File: src/rtl/core/assert_macros.svh
// Assertion helpers shared by the core modules.
// Each macro expects a clock named clk and an active-low reset named rst_n.
`ifndef ASSERT_MACROS_SVH
`define ASSERT_MACROS_SVH

// Same-cycle implication.
`define DVC_ASSERT_NOW(lbl, ante, cons) \
  lbl: assert property (@(posedge clk) disable iff (!rst_n) (ante) |-> (cons)) \
    else $error("core assertion failed");

// Next-cycle implication.
`define DVC_ASSERT_NEXT(lbl, ante, cons) \
  lbl: assert property (@(posedge clk) disable iff (!rst_n) (ante) |=> (cons)) \
    else $error("core assertion failed");

`endif

File: src/rtl/core/dvc_pkg.sv
`default_nettype none

package dvc_pkg;

  localparam int VALUE_W     = 32;
  localparam int OCC_W       = 7;
  localparam int DEPTH_DEF   = 64;
  localparam int MAX_RESULTS = 32;
  localparam int NRES_W      = $clog2(MAX_RESULTS + 1);
  localparam logic [OCC_W-1:0] OCC_MAX = {OCC_W{1'b1}};

  // Probe that travels down the cell row, counting copies of one value
  typedef struct packed {
    logic               valid;
    logic [VALUE_W-1:0] value;
    logic [OCC_W-1:0]   cnt;
  } probe_t;

  // Controls broadcast to every cell
  typedef struct packed {
    logic load;
    logic step;
    logic clear;
  } cell_ctl_t;

endpackage

`default_nettype wire

File: src/rtl/core/dvc_cell.sv
`default_nettype none

module dvc_cell (
  input  wire logic                        clk,
  input  wire logic                        rst_n,
  input  wire dvc_pkg::cell_ctl_t          ctl,
  input  wire logic                        launch,
  input  wire logic [dvc_pkg::VALUE_W-1:0] nb_val,
  input  wire logic                        nb_occ,
  input  wire dvc_pkg::probe_t             probe_in,
  output      logic [dvc_pkg::VALUE_W-1:0] val,
  output      logic                        occ,
  output      dvc_pkg::probe_t             probe_out
);

  logic [dvc_pkg::VALUE_W-1:0] val_r;
  logic                        occ_r;
  logic                        mark_r;
  logic                        mark_nxt;
  dvc_pkg::probe_t             probe_r;
  dvc_pkg::probe_t             probe_nxt;
  logic                        match;

  // Compare the passing probe against the held element
  assign match = probe_in.valid && occ_r && !mark_r && (probe_in.value == val_r);

  always_comb begin
    probe_nxt = probe_in;
    if (launch) begin
      // Start this element's own probe; marks are final by now
      probe_nxt.valid = occ_r && !mark_r && (val_r != '0);
      probe_nxt.value = val_r;
      probe_nxt.cnt   = dvc_pkg::OCC_W'(1);
    end else if (match && (probe_in.cnt != dvc_pkg::OCC_MAX)) begin
      probe_nxt.cnt = probe_in.cnt + dvc_pkg::OCC_W'(1);
    end
  end

  always_comb begin
    mark_nxt = mark_r;
    if (ctl.clear) begin
      mark_nxt = 1'b0;
    end else if (ctl.step && match) begin
      mark_nxt = 1'b1;
    end
  end

  // Shift element in from the upper neighbor while loading
  always_ff @(posedge clk) begin
    if (ctl.load) begin
      val_r <= nb_val;
    end
  end

  always_ff @(posedge clk) begin
    if (!rst_n) begin
      occ_r   <= 1'b0;
      mark_r  <= 1'b0;
      probe_r <= '0;
    end else begin
      mark_r <= mark_nxt;
      if (ctl.clear) begin
        occ_r   <= 1'b0;
        probe_r <= '0;
      end else begin
        if (ctl.load) begin
          occ_r <= nb_occ;
        end
        if (ctl.step) begin
          probe_r <= probe_nxt;
        end
      end
    end
  end

  assign val       = val_r;
  assign occ       = occ_r;
  assign probe_out = probe_r;

endmodule

`default_nettype wire

File: config.mk
export PLATFORM = sky130hd
export DESIGN_NAME = dvc_cell
export DESIGN_NICKNAME = d
export VERILOG_FILES = /design/src/rtl/core/assert_macros.svh /design/src/rtl/core/dvc_pkg.sv /design/src/rtl/core/dvc_cell.sv
export SDC_FILE = /design/constraint.sdc
export NUM_CORES = 1
export LEC_CHECK = 0
export BUFFER_PORTS_ARGS = -buffer_cell sky130_fd_sc_hd__buf_2
export CELL_PAD_IN_SITES_DETAIL_PLACEMENT = 1
export CELL_PAD_IN_SITES_GLOBAL_PLACEMENT = 2
export CORE_AREA = 2 2 113 115
export DETAILED_ROUTE_END_ITERATION = 16
export DIE_AREA = 0 0 115 117
export GPL_TIMING_DRIVEN = 0
export PLACE_DENSITY_LB_ADDON = 0.15
export SYNTH_ARGS = -nofsm -noshare
export SYNTH_HDL_FRONTEND = slang
export SYNTH_SLANG_ARGS = --single-unit
File: constraint.sdc
create_clock -name clk -period 2 [get_ports clk]
set_input_delay 0.2 -clock clk [delete_from_list [all_inputs] [get_ports clk]]
set_output_delay 0.2 -clock clk [all_outputs]
set_load 0.1 [all_outputs]
* After elaboration in Yosys (flattened, before gate mapping)
Index checks and enable logic that the tools add are counted.
** Storage, ports and cells
- Output and inout port bits :: 73
- Word-level logic and storage cells :: 23
- Bits of input ports :: 79
- Bits in latches :: 0
- ROM bits :: 0
- RAM bits :: 0
- Memories :: 0
- Register bits after elaboration :: 74
** Cells by class
- Reduce and logical (&&, ||, !) cells :: 10
- Div/mod/pow operators :: 0
- Bitwise gates (word level) :: 1
- Shift operators :: 0
- Mux-type cells :: 3
- Equality and inequality tests :: 2
- Multiply operators :: 0
- Add/sub/neg operators :: 1
- Order comparisons :: 0
** Operators by type and width (number)
- 33-bit two-way mux :: 1
- 32-bit == test :: 1
- 32-bit nonzero test :: 1
- 7-bit two-way mux :: 2
- 7-bit by 1-bit adder with 7-bit output, second input constant :: 1
- 1-bit logical AND :: 7
- 7-bit != test, second input constant :: 1
- 2-bit OR reduction :: 1
- 1-bit zero test :: 1
- 1-bit NOT :: 1

* Longest topological paths before layout
- Depth in word-level cells :: 6
- Depth in mapped cells :: 7
- Mapped depth without buffers :: 7

* Worst setup path after synthesis
No wires, ideal clock.
- Kind :: register to register
- From :: register occ_r, in the netlist occ
- To :: register probe_r (netlist bit probe_out[0])
- Setup slack :: -347 ps
- Library setup time :: 88 ps
- Period minus slack after synthesis :: 2347 ps
- Buffers on the path :: 0
- Data arrival time :: 2259 ps
- Data required time :: 1912 ps
- Stages on the path, launching flop included :: 7
- Cell sequence :: dfxtp_1 > nor2b_1 > o2111ai_1 > nor4_4 > nand3_4 > xor2_1 > a311oi_2
** Between the ends
- Longest elaborated chain between the ends :: 6
** Ends and longest elaborated chain
- from (decl) :: RTL line dvc_cell.sv:17 : logic occ_r;
- from (signal assigned) :: RTL line dvc_cell.sv:67 : occ_r <= nb_occ;
- 1-bit logical AND (3 in a row) :: RTL line dvc_cell.sv:25 : assign match = probe_in.valid && occ_r && !mark_r && (probe_in.value == val_r);
- 1-bit logical AND :: RTL line dvc_cell.sv:34 : end else if (match && (probe_in.cnt != dvc_pkg::OCC_MAX)) begin
- 7-bit two-way mux :: RTL line dvc_cell.sv:34
- 7-bit two-way mux :: RTL line dvc_cell.sv:29 : if (launch) begin
- to (signal assigned) :: RTL line dvc_cell.sv:70 : probe_r <= probe_nxt;
- to (decl) :: RTL line dvc_cell.sv:20 : dvc_pkg::probe_t probe_r;
No other way between the ends.
A chain may end at the register's enable or synchronous reset.

* Final worst setup path
- From :: register val_r (netlist bit val[4])
- To :: register probe_r (netlist bit probe_out[0])
** Between the ends
- Longest elaborated chain between the ends :: 5
** Ends and longest elaborated chain
- from (decl) :: RTL line dvc_cell.sv:16 : logic [dvc_pkg::VALUE_W-1:0] val_r;
- from (signal assigned) :: RTL line dvc_cell.sv:51 : val_r <= nb_val;
- 32-bit == test :: RTL line dvc_cell.sv:25
- 1-bit logical AND :: RTL line dvc_cell.sv:25
- 1-bit logical AND :: RTL line dvc_cell.sv:34
- 7-bit two-way mux :: RTL line dvc_cell.sv:34
- 7-bit two-way mux :: RTL line dvc_cell.sv:29
No other way between the ends.

==> results.toml <==
[clock_tree]
clk_pin_slew_ps = 60
h-tree-depth = 3
cts_sinks = 74
ctsRootBufferMaster = "sky130_fd_sc_hd__clkbuf_16"
cts_tree = "built"
cts_buffers = 9
clock_insertion_delay_at_the_later_pin_of_the_skew_report_ps = 350
cts_buffer_depth = 2

[global_route]
grt_first_pass_wirelength_microns = 17100
track_usage_pct = 17.5
number_of_antenna_violations_at_the_first_check_in_global_routing = 0
vias_in_the_first_global_route = 3013
globalRoute.totalOverflow = 0
grt_start_max_net_pins = 34

[worst_setup_path]
cp_max_fo = 4
timing.critical_path.max_delay_family = "simple AND/OR/NAND/NOR gates"
worstPathRequired_ps = 2260
worstSetupPathType = "flip-flop to flip-flop"
worstSetupEndpointType = "flip-flop"
cell_by_cell_listing_of_the_critical_path = "xnor2_2 > nand4_1 > nor4_4 > buf_4 > nand3_4 > xor2_1 > a311oi_2"
cp.arrival_ps = 2160
startpoint_type = "flip-flop"
max_stage_delay_ps = 480
crit_buf_inv = 1
crit_path_top_delay_cell = "sky130_fd_sc_hd__edfxtp_1"

[sta]
timing.final.max_slew_violations = 0
unrepaired_setup_endpoints_after_global_routing = "true"
fmax_mhz = 527
timing.slew.headroom_pct = 44.1
timing.final.setup_violations = 0
hold-worst-slack_ps = 23.6
timing.clock.skew_ps = 7.65
worstMarginPinSlew_ps = 839
timing.final.crit_share_pct = 94.8
fin_crit_ps = 1900
hold_viol = 0

[floorplan]
dieWidth_microns = 115
fp-row-count = 41
starting_utilization_of_the_core_area_pct = 27.1
dieArea_sq_um = 13500
die_h_microns = 117
top_level_pins = 152
placeableCoreArea_sq_um = 12300

[synthesis]
synth_warnings = 0
share_of_synthesized_cell_area_in_full_adder_half_adder_and_majority_cells_pct = 0.375
synth.yosys.seq_area_share_pct = 54.0
synth_top_cells_by_area = "sky130_fd_sc_hd__edfxtp_1 (29%), sky130_fd_sc_hd__dfxtp_1 (25%), sky130_fd_sc_hd__mux2i_1 (11%), sky130_fd_sc_hd__a211oi_1 (7.2%), sky130_fd_sc_hd__xnor2_1 (5.5%)"
syn_avg_cell_area_sq_um = 11.4
syn_area_sq_um = 3340
synth.top_cells.by_count = "sky130_fd_sc_hd__dfxtp_1 (42), sky130_fd_sc_hd__nor2_1 (37), sky130_fd_sc_hd__mux2i_1 (36), sky130_fd_sc_hd__a211oi_1 (32), sky130_fd_sc_hd__edfxtp_1 (32)"
synth.most_common_cell = "sky130_fd_sc_hd__dfxtp_1"
synth_compound_gate_area_share_pct = 10.2
yosys_most_used_dff = "sky130_fd_sc_hd__dfxtp_1"
synth_mux_area_share_pct = 10.8
largest_family_of_logic_cells_by_synthesized_area = "simple AND/OR/NAND/NOR gates"
yosysUniqueCellTypes = 35
synth-xor-area-share_pct = 8.66
synth_edf_count = 32
postSynthRegisterBits = 74
async_flop_share_pct = 0
synth_largest_type_area_fraction_pct = 28.8
synthDominantAreaCellType = "sky130_fd_sc_hd__edfxtp_1"
synthesis.instances = 293
synth_simple_gate_area_share_pct = 13.7
mappedNetlistNets = 373

[drt]
vias_after_detailed_routing = 2948
drtIter0Drc = 107
detail_route.wirelength_microns = 11500
drtAntennaViolNets = 0
wire_per_inst_microns = 18.6
post_drt_via_cell_ratio = 4.78
firstDrtPassIters = 4
drc_violations = 0

[placed_design]
gp_routability_congestion = 0.693
io_buffers = 149
dp_hpwl_microns = 8840
placement.cell_area_sq_um = 4270

[cells_and_area]
final_cell_area_sq_um = 4760
post_route_cells_drive_above_1_share_pct = 41.5
synthToLayoutAreaGrowth_pct = 42.7
sequential_cell_area_sq_um = 1800
antenna_cells_inserted = 0
multi_input_logic_area_sq_um = 1530
final_net_count = 542
fillCellCount = 1455

[pwr]
vdd_ir_drop_max_mv = 0.587
pwrdens_nw_per_um2 = 1020
static-leakage-power_uw = 0.00213

[run]
drv.max_cap_violation_count = 0

[worst_hold_path]
tightest_hold_check_type = "input pin to flip-flop"

[status]
status = "finished clean"
[state kept, by name, indices dropped and copies added (netlist names)]
name and count:
occ 1, mark_r 1, val 32, probe_out 40
[cells in the final DEF, fill, tap and decap left out, drive strengths merged, types with 3 or more instances in the layout]
master,count
bufinv,3
inv,3
mux2i,36
xnor2,21
nand2,9
buf,163
nor4,12
and3,3
edfxtp,32
o21ai,4
nand3,4
a211oi,32
xor2,12
nor3,4
nor2,37
nand4,8
clkbuf,22
dfxtp,42
[cell type report]
type | count | area share [%]
multi-input combinational | 200 | 32.1
buffer | 16 | 1.34
sequential | 74 | 37.9
inverter | 3 | 0.237
clock buffer | 11 | 5.31
clock inverter | 5 | 2.10
timing repair buffer | 158 | 17.1
tap | 150 | 3.94
[path summary, 6_finish.rpt]
path                     start      endpoint  slack [ps]  cells after the start
setup / recovery        val[4]  probe_out[0]         100                      7
hold / removal      nb_val[25]       val[25]          20                      1
setup reg to reg        val[4]  probe_out[0]         100                      7
hold reg to reg   probe_out[1]  probe_out[1]         450                      2
[where the power goes]
part           internal (uW)  total, uW  switching [uW]  leakage, uW
registers               1670       1760            89.9     0.000657
logic                    257       1160             898      0.00130
clock network           1280       1920             640     0.000176
total                   3210       4840            1630      0.00213
[routing by layer]
| metal | part of all wire (%) | wire length (microns) | track usage [%] |
|---|---|---|---|
| met5 | 0 | 0 | 0 |
| met4 | 1.6 | 182 | 6.99 |
| met2 | 45 | 5160 | 27.3 |
| met1 | 46 | 5280 | 22.9 |
| met3 | 7.3 | 835 | 5.20 |
[kinds of logic (layout without fill, tap and decap cells)]
logic type,after synthesis,count (layout)
XOR/XNOR,33,33
AND/OR/NAND/NOR,85,85
buffers and inverters,19,193
multiplexers,36,36
flip-flops,74,74
adder cells (fa/ha/maj),1,1
AO/OA/AOI/OAI,45,45
[per-stage QoR]
step                      total power [uW]  TNS (ps)  setup WS (ps)  util, %  instances
final                                 4840         0            104     38.7        617
after global routing                  5030     -11.3          -8.98     38.7        617
after CTS                             4870         0           12.7     37.9        611
after detailed placement              2930      -714           -218     34.7        592
after global placement                2920      -652           -218     34.7        592
after floorplan                       2620     -1560           -331        -        293
[repair_timing]
item                       4_1_cts  5_1_grt
resized for setup                2        8
setup endpoints to repair        8        3
hold buffers                     0        0
setup buffers                    3        6
pin swaps                        2        5
(Power assumes the default switching activity.)
