==> src/rtl/core/assert_macros.svh <==
// Assertion helpers shared by the core modules.
// Each macro expects a clock named clk and an active-low reset named rst_n.
`ifndef ASSERT_MACROS_SVH
`define ASSERT_MACROS_SVH

// Same-cycle implication.
`define DVC_ASSERT_NOW(lbl, ante, cons) \
  lbl: assert property (@(posedge clk) disable iff (!rst_n) (ante) |-> (cons)) \
    else $error("core assertion failed");

// Next-cycle implication.
`define DVC_ASSERT_NEXT(lbl, ante, cons) \
  lbl: assert property (@(posedge clk) disable iff (!rst_n) (ante) |=> (cons)) \
    else $error("core assertion failed");

`endif

==> src/rtl/core/dvc_pkg.sv <==
`default_nettype none

package dvc_pkg;

  localparam int VALUE_W     = 32;
  localparam int OCC_W       = 7;
  localparam int DEPTH_DEF   = 64;
  localparam int MAX_RESULTS = 32;
  localparam int NRES_W      = $clog2(MAX_RESULTS + 1);
  localparam logic [OCC_W-1:0] OCC_MAX = {OCC_W{1'b1}};

  // Probe that travels down the cell row, counting copies of one value
  typedef struct packed {
    logic               valid;
    logic [VALUE_W-1:0] value;
    logic [OCC_W-1:0]   cnt;
  } probe_t;

  // Controls broadcast to every cell
  typedef struct packed {
    logic load;
    logic step;
    logic clear;
  } cell_ctl_t;

endpackage

`default_nettype wire

==> src/rtl/core/dvc_ifs.sv <==
`default_nettype none


interface dvc_out_if;
  logic                        valid;
  logic                        ready;
  logic [dvc_pkg::VALUE_W-1:0] dup_value;
  logic [dvc_pkg::OCC_W-1:0]   occurrences;
  logic                        final_res;
  logic                        none;
  logic                        overflow;

  modport source (output valid, dup_value, occurrences, final_res, none, overflow,
                  input ready);
  modport sink   (input valid, dup_value, occurrences, final_res, none, overflow,
                  output ready);
endinterface

`default_nettype wire

==> src/rtl/core/dvc_collect.sv <==
`default_nettype none

`include "assert_macros.svh"

module dvc_collect (
  input  wire logic            clk,
  input  wire logic            rst_n,
  input  wire logic            step,
  input  wire logic            finish,
  input  wire logic            ovf,
  input  wire dvc_pkg::probe_t probe,
  output      logic            out_free,
  dvc_out_if.source            out_ch
);

  logic                        out_v_r;
  logic [dvc_pkg::VALUE_W-1:0] out_val_r;
  logic [dvc_pkg::OCC_W-1:0]   out_cnt_r;
  logic                        out_final_r;
  logic                        out_none_r;
  logic                        out_ovf_r;

  logic                        pend_v_r;
  logic [dvc_pkg::VALUE_W-1:0] pend_val_r;
  logic [dvc_pkg::OCC_W-1:0]   pend_cnt_r;
  logic [dvc_pkg::NRES_W-1:0]  nres_r;

  logic take;
  logic cand;
  logic push;

  assign take     = out_v_r && out_ch.ready;
  assign out_free = !out_v_r || out_ch.ready;

  // A probe leaving the row with more than one copy is a result
  assign cand = step && probe.valid && (probe.cnt > dvc_pkg::OCC_W'(1)) &&
                (nres_r < dvc_pkg::NRES_W'(dvc_pkg::MAX_RESULTS));
  assign push = cand && pend_v_r;

  // Hold one result back so the last one can carry the final flag
  always_ff @(posedge clk) begin
    if (!rst_n) begin
      pend_v_r <= 1'b0;
      nres_r   <= '0;
    end else if (finish) begin
      pend_v_r <= 1'b0;
      nres_r   <= '0;
    end else if (cand) begin
      pend_v_r <= 1'b1;
      nres_r   <= nres_r + dvc_pkg::NRES_W'(1);
    end
  end

  always_ff @(posedge clk) begin
    if (cand) begin
      pend_val_r <= probe.value;
      pend_cnt_r <= probe.cnt;
    end
  end

  // Output register
  always_ff @(posedge clk) begin
    if (!rst_n) begin
      out_v_r <= 1'b0;
    end else if (push || finish) begin
      out_v_r <= 1'b1;
    end else if (take) begin
      out_v_r <= 1'b0;
    end
  end

  always_ff @(posedge clk) begin
    if (finish) begin
      out_val_r   <= pend_v_r ? pend_val_r : '0;
      out_cnt_r   <= pend_v_r ? pend_cnt_r : '0;
      out_final_r <= 1'b1;
      out_none_r  <= !pend_v_r;
      out_ovf_r   <= ovf;
    end else if (push) begin
      out_val_r   <= pend_val_r;
      out_cnt_r   <= pend_cnt_r;
      out_final_r <= 1'b0;
      out_none_r  <= 1'b0;
      out_ovf_r   <= ovf;
    end
  end

  assign out_ch.valid       = out_v_r;
  assign out_ch.dup_value   = out_val_r;
  assign out_ch.occurrences = out_cnt_r;
  assign out_ch.final_res   = out_final_r;
  assign out_ch.none        = out_none_r;
  assign out_ch.overflow    = out_ovf_r;

  // Checks
  `DVC_ASSERT_NOW(a_push_room, push || finish, out_free)
  `DVC_ASSERT_NEXT(a_finish_clears, finish, !pend_v_r && (nres_r == '0))
  `DVC_ASSERT_NOW(a_nres_limit, 1'b1,
                  nres_r <= dvc_pkg::NRES_W'(dvc_pkg::MAX_RESULTS))

endmodule

`default_nettype wire

==> src/flat_wrapper.sv <==
// flat-port wrapper written by rule: the top's interface ports become plain ports
module dvc_collect_flat 
  (clk, rst_n, step, finish, ovf, probe, out_free, out_ch_valid, out_ch_dup_value, out_ch_occurrences, out_ch_final_res, out_ch_none, out_ch_overflow, out_ch_ready);
  dvc_out_if out_ch_i ();
  input  wire logic clk;
  input  wire logic rst_n;
  input  wire logic step;
  input  wire logic finish;
  input  wire logic ovf;
  input  wire dvc_pkg::probe_t probe;
  output      logic out_free;
  output wire logic [$bits(out_ch_i.valid)-1:0] out_ch_valid;
  output wire logic [$bits(out_ch_i.dup_value)-1:0] out_ch_dup_value;
  output wire logic [$bits(out_ch_i.occurrences)-1:0] out_ch_occurrences;
  output wire logic [$bits(out_ch_i.final_res)-1:0] out_ch_final_res;
  output wire logic [$bits(out_ch_i.none)-1:0] out_ch_none;
  output wire logic [$bits(out_ch_i.overflow)-1:0] out_ch_overflow;
  input wire logic [$bits(out_ch_i.ready)-1:0] out_ch_ready;
  assign out_ch_valid = out_ch_i.valid;
  assign out_ch_dup_value = out_ch_i.dup_value;
  assign out_ch_occurrences = out_ch_i.occurrences;
  assign out_ch_final_res = out_ch_i.final_res;
  assign out_ch_none = out_ch_i.none;
  assign out_ch_overflow = out_ch_i.overflow;
  assign out_ch_i.ready = out_ch_ready;
  dvc_collect u_core (.clk(clk), .rst_n(rst_n), .step(step), .finish(finish), .ovf(ovf), .probe(probe), .out_free(out_free), .out_ch(out_ch_i));
endmodule
==> config.mk <==
export PLATFORM = sky130hd
export DESIGN_NAME = dvc_collect_flat
export DESIGN_NICKNAME = d
export VERILOG_FILES = /design/src/rtl/core/dvc_pkg.sv /design/src/rtl/core/dvc_ifs.sv /design/src/rtl/core/dvc_collect.sv /design/src/flat_wrapper.sv
export VERILOG_INCLUDE_DIRS = /design/src /design/src/rtl/core
export SDC_FILE = /design/constraint.sdc
export NUM_CORES = 1
export LEC_CHECK = 0
export BUFFER_PORTS_ARGS = -buffer_cell sky130_fd_sc_hd__clkbuf_2
export CAP_MARGIN = 20
export CORE_UTILIZATION = 51
export CTS_CLUSTER_DIAMETER = 200
export DETAILED_ROUTE_END_ITERATION = 10
export GPL_TIMING_DRIVEN = 0
export PLACE_DENSITY = 0.91
export SKIP_CTS_REPAIR_TIMING = 1
export SYNTH_ARGS = -nofsm -noshare
export SYNTH_HDL_FRONTEND = slang
export SYNTH_SLANG_ARGS = --single-unit
export TNS_END_PERCENT = 50
==> constraint.sdc <==
create_clock -name clk -period 4 [get_ports clk]
set_input_delay 0.4 -clock clk [delete_from_list [all_inputs] [get_ports clk]]
set_output_delay 0.4 -clock clk [all_outputs]
set_load 0.005 [all_outputs]
Word-level counts from Yosys, hierarchy flattened

Index checks and enable logic that the tools add are counted.

Add/sub/neg operators: 1
Order comparisons: 2
Mux-type cells: 12
Bitwise operators: 1
Reductions and logical operators: 12

Operators by type and width:

| operator                                                              | number |
|---|---|
| 32-bit two-way mux                                                    | 3 |
| 7-bit two-way mux                                                     | 3 |
| 7-bit by 1-bit > comparator with 1-bit output (second input constant) | 1 |
| 6-bit by 1-bit adder with 6-bit output (second input constant)        | 1 |
| 6-bit less-than comparator (second input constant)                    | 1 |
| 1-bit two-way mux                                                     | 6 |
| 1-bit logical AND                                                     | 5 |
| 2-bit nonzero test                                                    | 2 |
| 1-bit zero test                                                       | 2 |
| 1-bit logical OR                                                      | 2 |
| 2-bit OR reduction                                                    | 1 |
| 1-bit inverter                                                        | 1 |

Flip-flop bits (word level): 89
Bits of input ports: 46

Logic depth before layout (Yosys ltp)

Depth in word-level cells: 6
Depth in mapped cells: 4

Worst setup path before layout

No wires, ideal clock.

Path type: input to register
Start: in step
End: reg u_core.out_val_r (netlist bit u_core.out_ch.dup_value[0]), enable pin
Data arrival time: 2.609 ns
Required time: 3.621 ns
Path slack: 1.012 ns
Cell stages on the path: 3
Path buffers: 0
Cells stage by stage: nand3b_1 a21oi_2 a21o_2

Word-level cells in the longest chain between the ends: 5

RTL lines:

| item                                | RTL line          | RTL |
|---|---|---|
| start, declared                     | flat_wrapper.sv:7 | `input wire logic step;` |
| 1-bit logical AND (3 in series)     | dvc_collect.sv:36 | `assign cand = step && probe.valid && (probe.cnt > dvc_pkg::OCC_W'(1)) &&` |
| named net u_core.cand               | dvc_collect.sv:29 | `logic cand;` |
| 1-bit logical AND                   | dvc_collect.sv:38 | `assign push = cand && pend_v_r;` |
| 2-bit nonzero test (no source line) | n/a               |  |
| end signal, assigned                | dvc_collect.sv:74 | `out_val_r <= pend_v_r ? pend_val_r : '0;` |
| end signal, assigned                | dvc_collect.sv:80 | `out_val_r <= pend_val_r;` |
| end, declared                       | dvc_collect.sv:17 | `logic [dvc_pkg::VALUE_W-1:0] out_val_r;` |

The timed path passes the listed nets, and every way through them passes these cells.
A chain may end at the register's enable or synchronous reset.

Worst setup path in the final report

Start: reg u_core.nres_r[5] in the netlist's numbering
End: reg u_core.out_val_r (netlist bit u_core.out_ch.dup_value[23]), enable pin

Word-level cells in the longest chain between the ends: 4

RTL lines:

| item                                | RTL line          | RTL |
|---|---|---|
| start, declared                     | dvc_collect.sv:26 | `logic [dvc_pkg::NRES_W-1:0] nres_r;` |
| start signal, assigned              | dvc_collect.sv:50 | `nres_r <= nres_r + dvc_pkg::NRES_W'(1);` |
| 6-bit less-than comparator          | dvc_collect.sv:37 | `(nres_r < dvc_pkg::NRES_W'(dvc_pkg::MAX_RESULTS));` |
| 1-bit logical AND                   | dvc_collect.sv:36 |  |
| named net u_core.cand               | dvc_collect.sv:29 |  |
| 1-bit logical AND                   | dvc_collect.sv:38 |  |
| 2-bit nonzero test (no source line) | n/a               |  |

The timed path passes the listed nets, and every way through them passes these cells.

==> results.toml <==
[synth]
synth_commonest_cells = "80 x edfxtp_1, 40 x and2_1, 9 x dfxtp_1"
synth.distinct_cells = 25
synth_seq_cells = 89
yosys.area.top_type_share_pct = 76.68
synth.cell_area_um2 = 3133
synth_enable_flop_cells = 80
synthArstFlopShare_pct = 0
syn-num-nets = 219
synth_seq_area_share_pct = 82.43
ys_top_cells_by_area = "edfxtp_1 77%, and2_1 8.0%, dfxtp_1 5.8%, mux2i_1 1.3%, nand2b_1 1.0%"
synth_cells = 172
yosysTopAreaCell = "edfxtp_1"
syn_area_per_cell_um2 = 18.22
synth-main-ff-cell = "edfxtp_1"
ys.warnings.count = 0
yosysMostFrequentCell = "edfxtp_1"

[timing]
rsz0062_at_grt = "no"
relSlewSlack_pct = 40.00
layout_min_cycle_time_ns = 2.450
fin_tns_setup_ns = 0
setup_viol = 0
report.final.slew_viol_count = 0
final.setup.worst_slack_ns = 1.550
hold_viol_final = 0
worstMarginPinSlew_ns = 0.8999
min_period_over_period_pct = 61.24
clock_skew_ns = 0.002935
fmax_mhz = 408.2

[cts]
clock-root-buffer = "clkbuf_8"
clockBufferDepth = 2
cts_tree = "built"
clk_pin_slew_ns = 0.08
cts-buffers-inserted = 9
htreeDepth = 3
clkLatencyLatePin_ns = 0.34
cts.sinks = 89

[critical_path]
max_stage_delay_ns = 0.84
r2r-end = "u_core.out_ch.dup_value[23]$_DFFE_PP_"
cp_top_family = "compound AO/OA/AOI/OAI gates"
cp.required_ns = 3.97
crit_type = "reg2reg"
crit_slowest_cell = "a21o_2"
crit_fanout = 41
critPathBufInv = 0
path_cells = "nand3b_1 -> a21oi_4 -> a21o_2"
reg2regPathDepth = 3
start_kind = "register"
r2r-start = "u_core.nres_r[5]$_SDFFE_PP0P_"
worst_setup_path_end_kind = "register"
r2r_slack_ns = 1.55
cp_data_arrival_time_ns = 2.42

[status]
status = "finished, final reports clean"

[placed_design]
place_area_um2 = 3707
hpwlAfterDp_um = 3348
io_buffers = 89
place_ws_ns = 1.425
place_congestion = 0.6901

[floorplan]
ios = 90
die_w_um = 80.38
dieHeight_um = 80.38
rows = 28
start_util_pct = 52.92
dieArea_um2 = 6461
core_um2 = 5921

[run]
drv_cap = 0

[global_routing]
grt_max_degree = 42
first_global_vias = 1537
grt_overflow_total = 0
track_usage_pct = 15.43
antenna_found_initial = 0
grt_pass1_wl_um = 7113

[cells_and_area]
fin_nets = 320
stdcell_area_um2 = 3916
syn2layout_area_growth_pct = 25.00
drive_above_1_share_pct = 39.93
antenna_cells_inserted = 0
finish.utilization_pct = 66.15

[power]
p_leak_uw = 0.001556
peakVddDrop_v = 0.0003334
p_per_area_nw_per_um2 = 471.5

[routing]
drt-vias-per-instance = 4.779
routed_wirelength_um = 4614
drcViolationCount = 0
detail-route-antenna-nets = 0
drt_pass1_iterations = 4
vias = 1687
drtIter0Drc = 81
wl_per_cell_um = 13.07

[min_path]
hold_depth = 1
hold_path.class = "in2reg"
hold_path_end = "u_core.pend_val_r[7]$_DFFE_PP_"
hp-start = "probe[14]"
==> metal layers <==
layer  routed length [µm]  part of all wire (%)  track usage [%]  vias to the layer above
li1                     -                     -                -                      832
met1                 1921                    42            18.76                      789
met2                 2326                    50            25.17                       59
met3                  289                   6.3            3.750                        7
met4                   76                   1.6            8.571                        0
met5                    0                     0                0                        -
==> cells in the final DEF, fill, tap and decap left out, drive strengths merged, types with 2 or more instances in the layout <==
cell,count
inv,3
and2,40
edfxtp,80
nand2,5
clkinv,5
nand3,2
nor2,2
a211oi,3
nor2b,2
bufinv,2
mux2i,4
dfxtp,9
nand2b,5
clkbuf,103
==> cells by family (layout without fill, tap and decap cells) <==
kind of cell / count (synthesis) / after routing / synth area share [%]
buffers and inverters: 8 / 114 / 0.9585
AND/OR/NAND/NOR: 59 / 59 / 11.74
flip-flops: 89 / 89 / 82.43
AO/OA/AOI/OAI: 10 / 10 / 2.716
adder cells (fa/ha/maj): 1 / 1 / 0.3993
multiplexers: 5 / 5 / 1.757
==> state kept, by name, indices dropped and copies added, names as in the netlist <==
register	flops
u_core.out_ch.overflow	1
u_core.out_ch.none	1
u_core.out_ch.dup_value	32
u_core.pend_v_r	1
u_core.nres_r	6
u_core.out_ch.occurrences	7
u_core.out_ch.final_res	1
u_core.pend_val_r	32
u_core.out_ch.valid	1
u_core.pend_cnt_r	7
==> worst max-delay path by stage <==
stage / start / end / slack, ns / cells after the start
2_1_floorplan: step / u_core.out_ch.dup_value[0]$_DFFE_PP_ / 1.01 / 3
3_3_place_gp: probe[2] / u_core.out_ch.dup_value[12]$_DFFE_PP_ / 0.35 / 4
3_5_place_dp: step / u_core.out_ch.dup_value[27]$_DFFE_PP_ / 1.42 / 4
4_1_cts: u_core.nres_r[5]$_SDFFE_PP0P_ / u_core.out_ch.dup_value[19]$_DFFE_PP_ / 1.51 / 3
5_1_grt: u_core.nres_r[5]$_SDFFE_PP0P_ / u_core.out_ch.occurrences[4]$_DFFE_PP_ / 1.34 / 3
6_report: u_core.nres_r[5]$_SDFFE_PP0P_ / u_core.out_ch.dup_value[23]$_DFFE_PP_ / 1.55 / 3
==> report_power, final <==
| group | switching, µW | internal [µW] |
|---|---|---|
| clock network | 291 | 346 |
| logic | 59.1 | 56.0 |
| registers | 13.6 | 1080 |
==> worst reg2reg max path: stages (launching register included) <==
cell and delay (ns):
dfxtp_1 0.31, nand3b_1 0.28, a21oi_4 0.62, a21o_2 0.85
==> per-stage QoR <==
step | hold WS [ns] | power (µW) | cells
finish | 0.2332 | 1847 | 353
global route | 0.2104 | 1916 | 353
CTS | 0.2117 | 1867 | 353
detailed placement | 0.4579 | 1235 | 337
global placement | 0.4455 | 1223 | 336
floorplan | 0.4331 | 1162 | 172
==> layout make-up <==
cell class	instances	area, µm²
Buffer	5	18.77
Clock buffer	9	123.9
Clock inverter	7	85.08
Fill cell	421	2004
Inverter	3	11.26
Multi-Input combinational cell	75	528.0
Sequential cell	89	2582
Tap cell	75	93.84
Timing Repair Buffer	90	473.0
No activity file was read; power rests on OpenSTA's default activity.
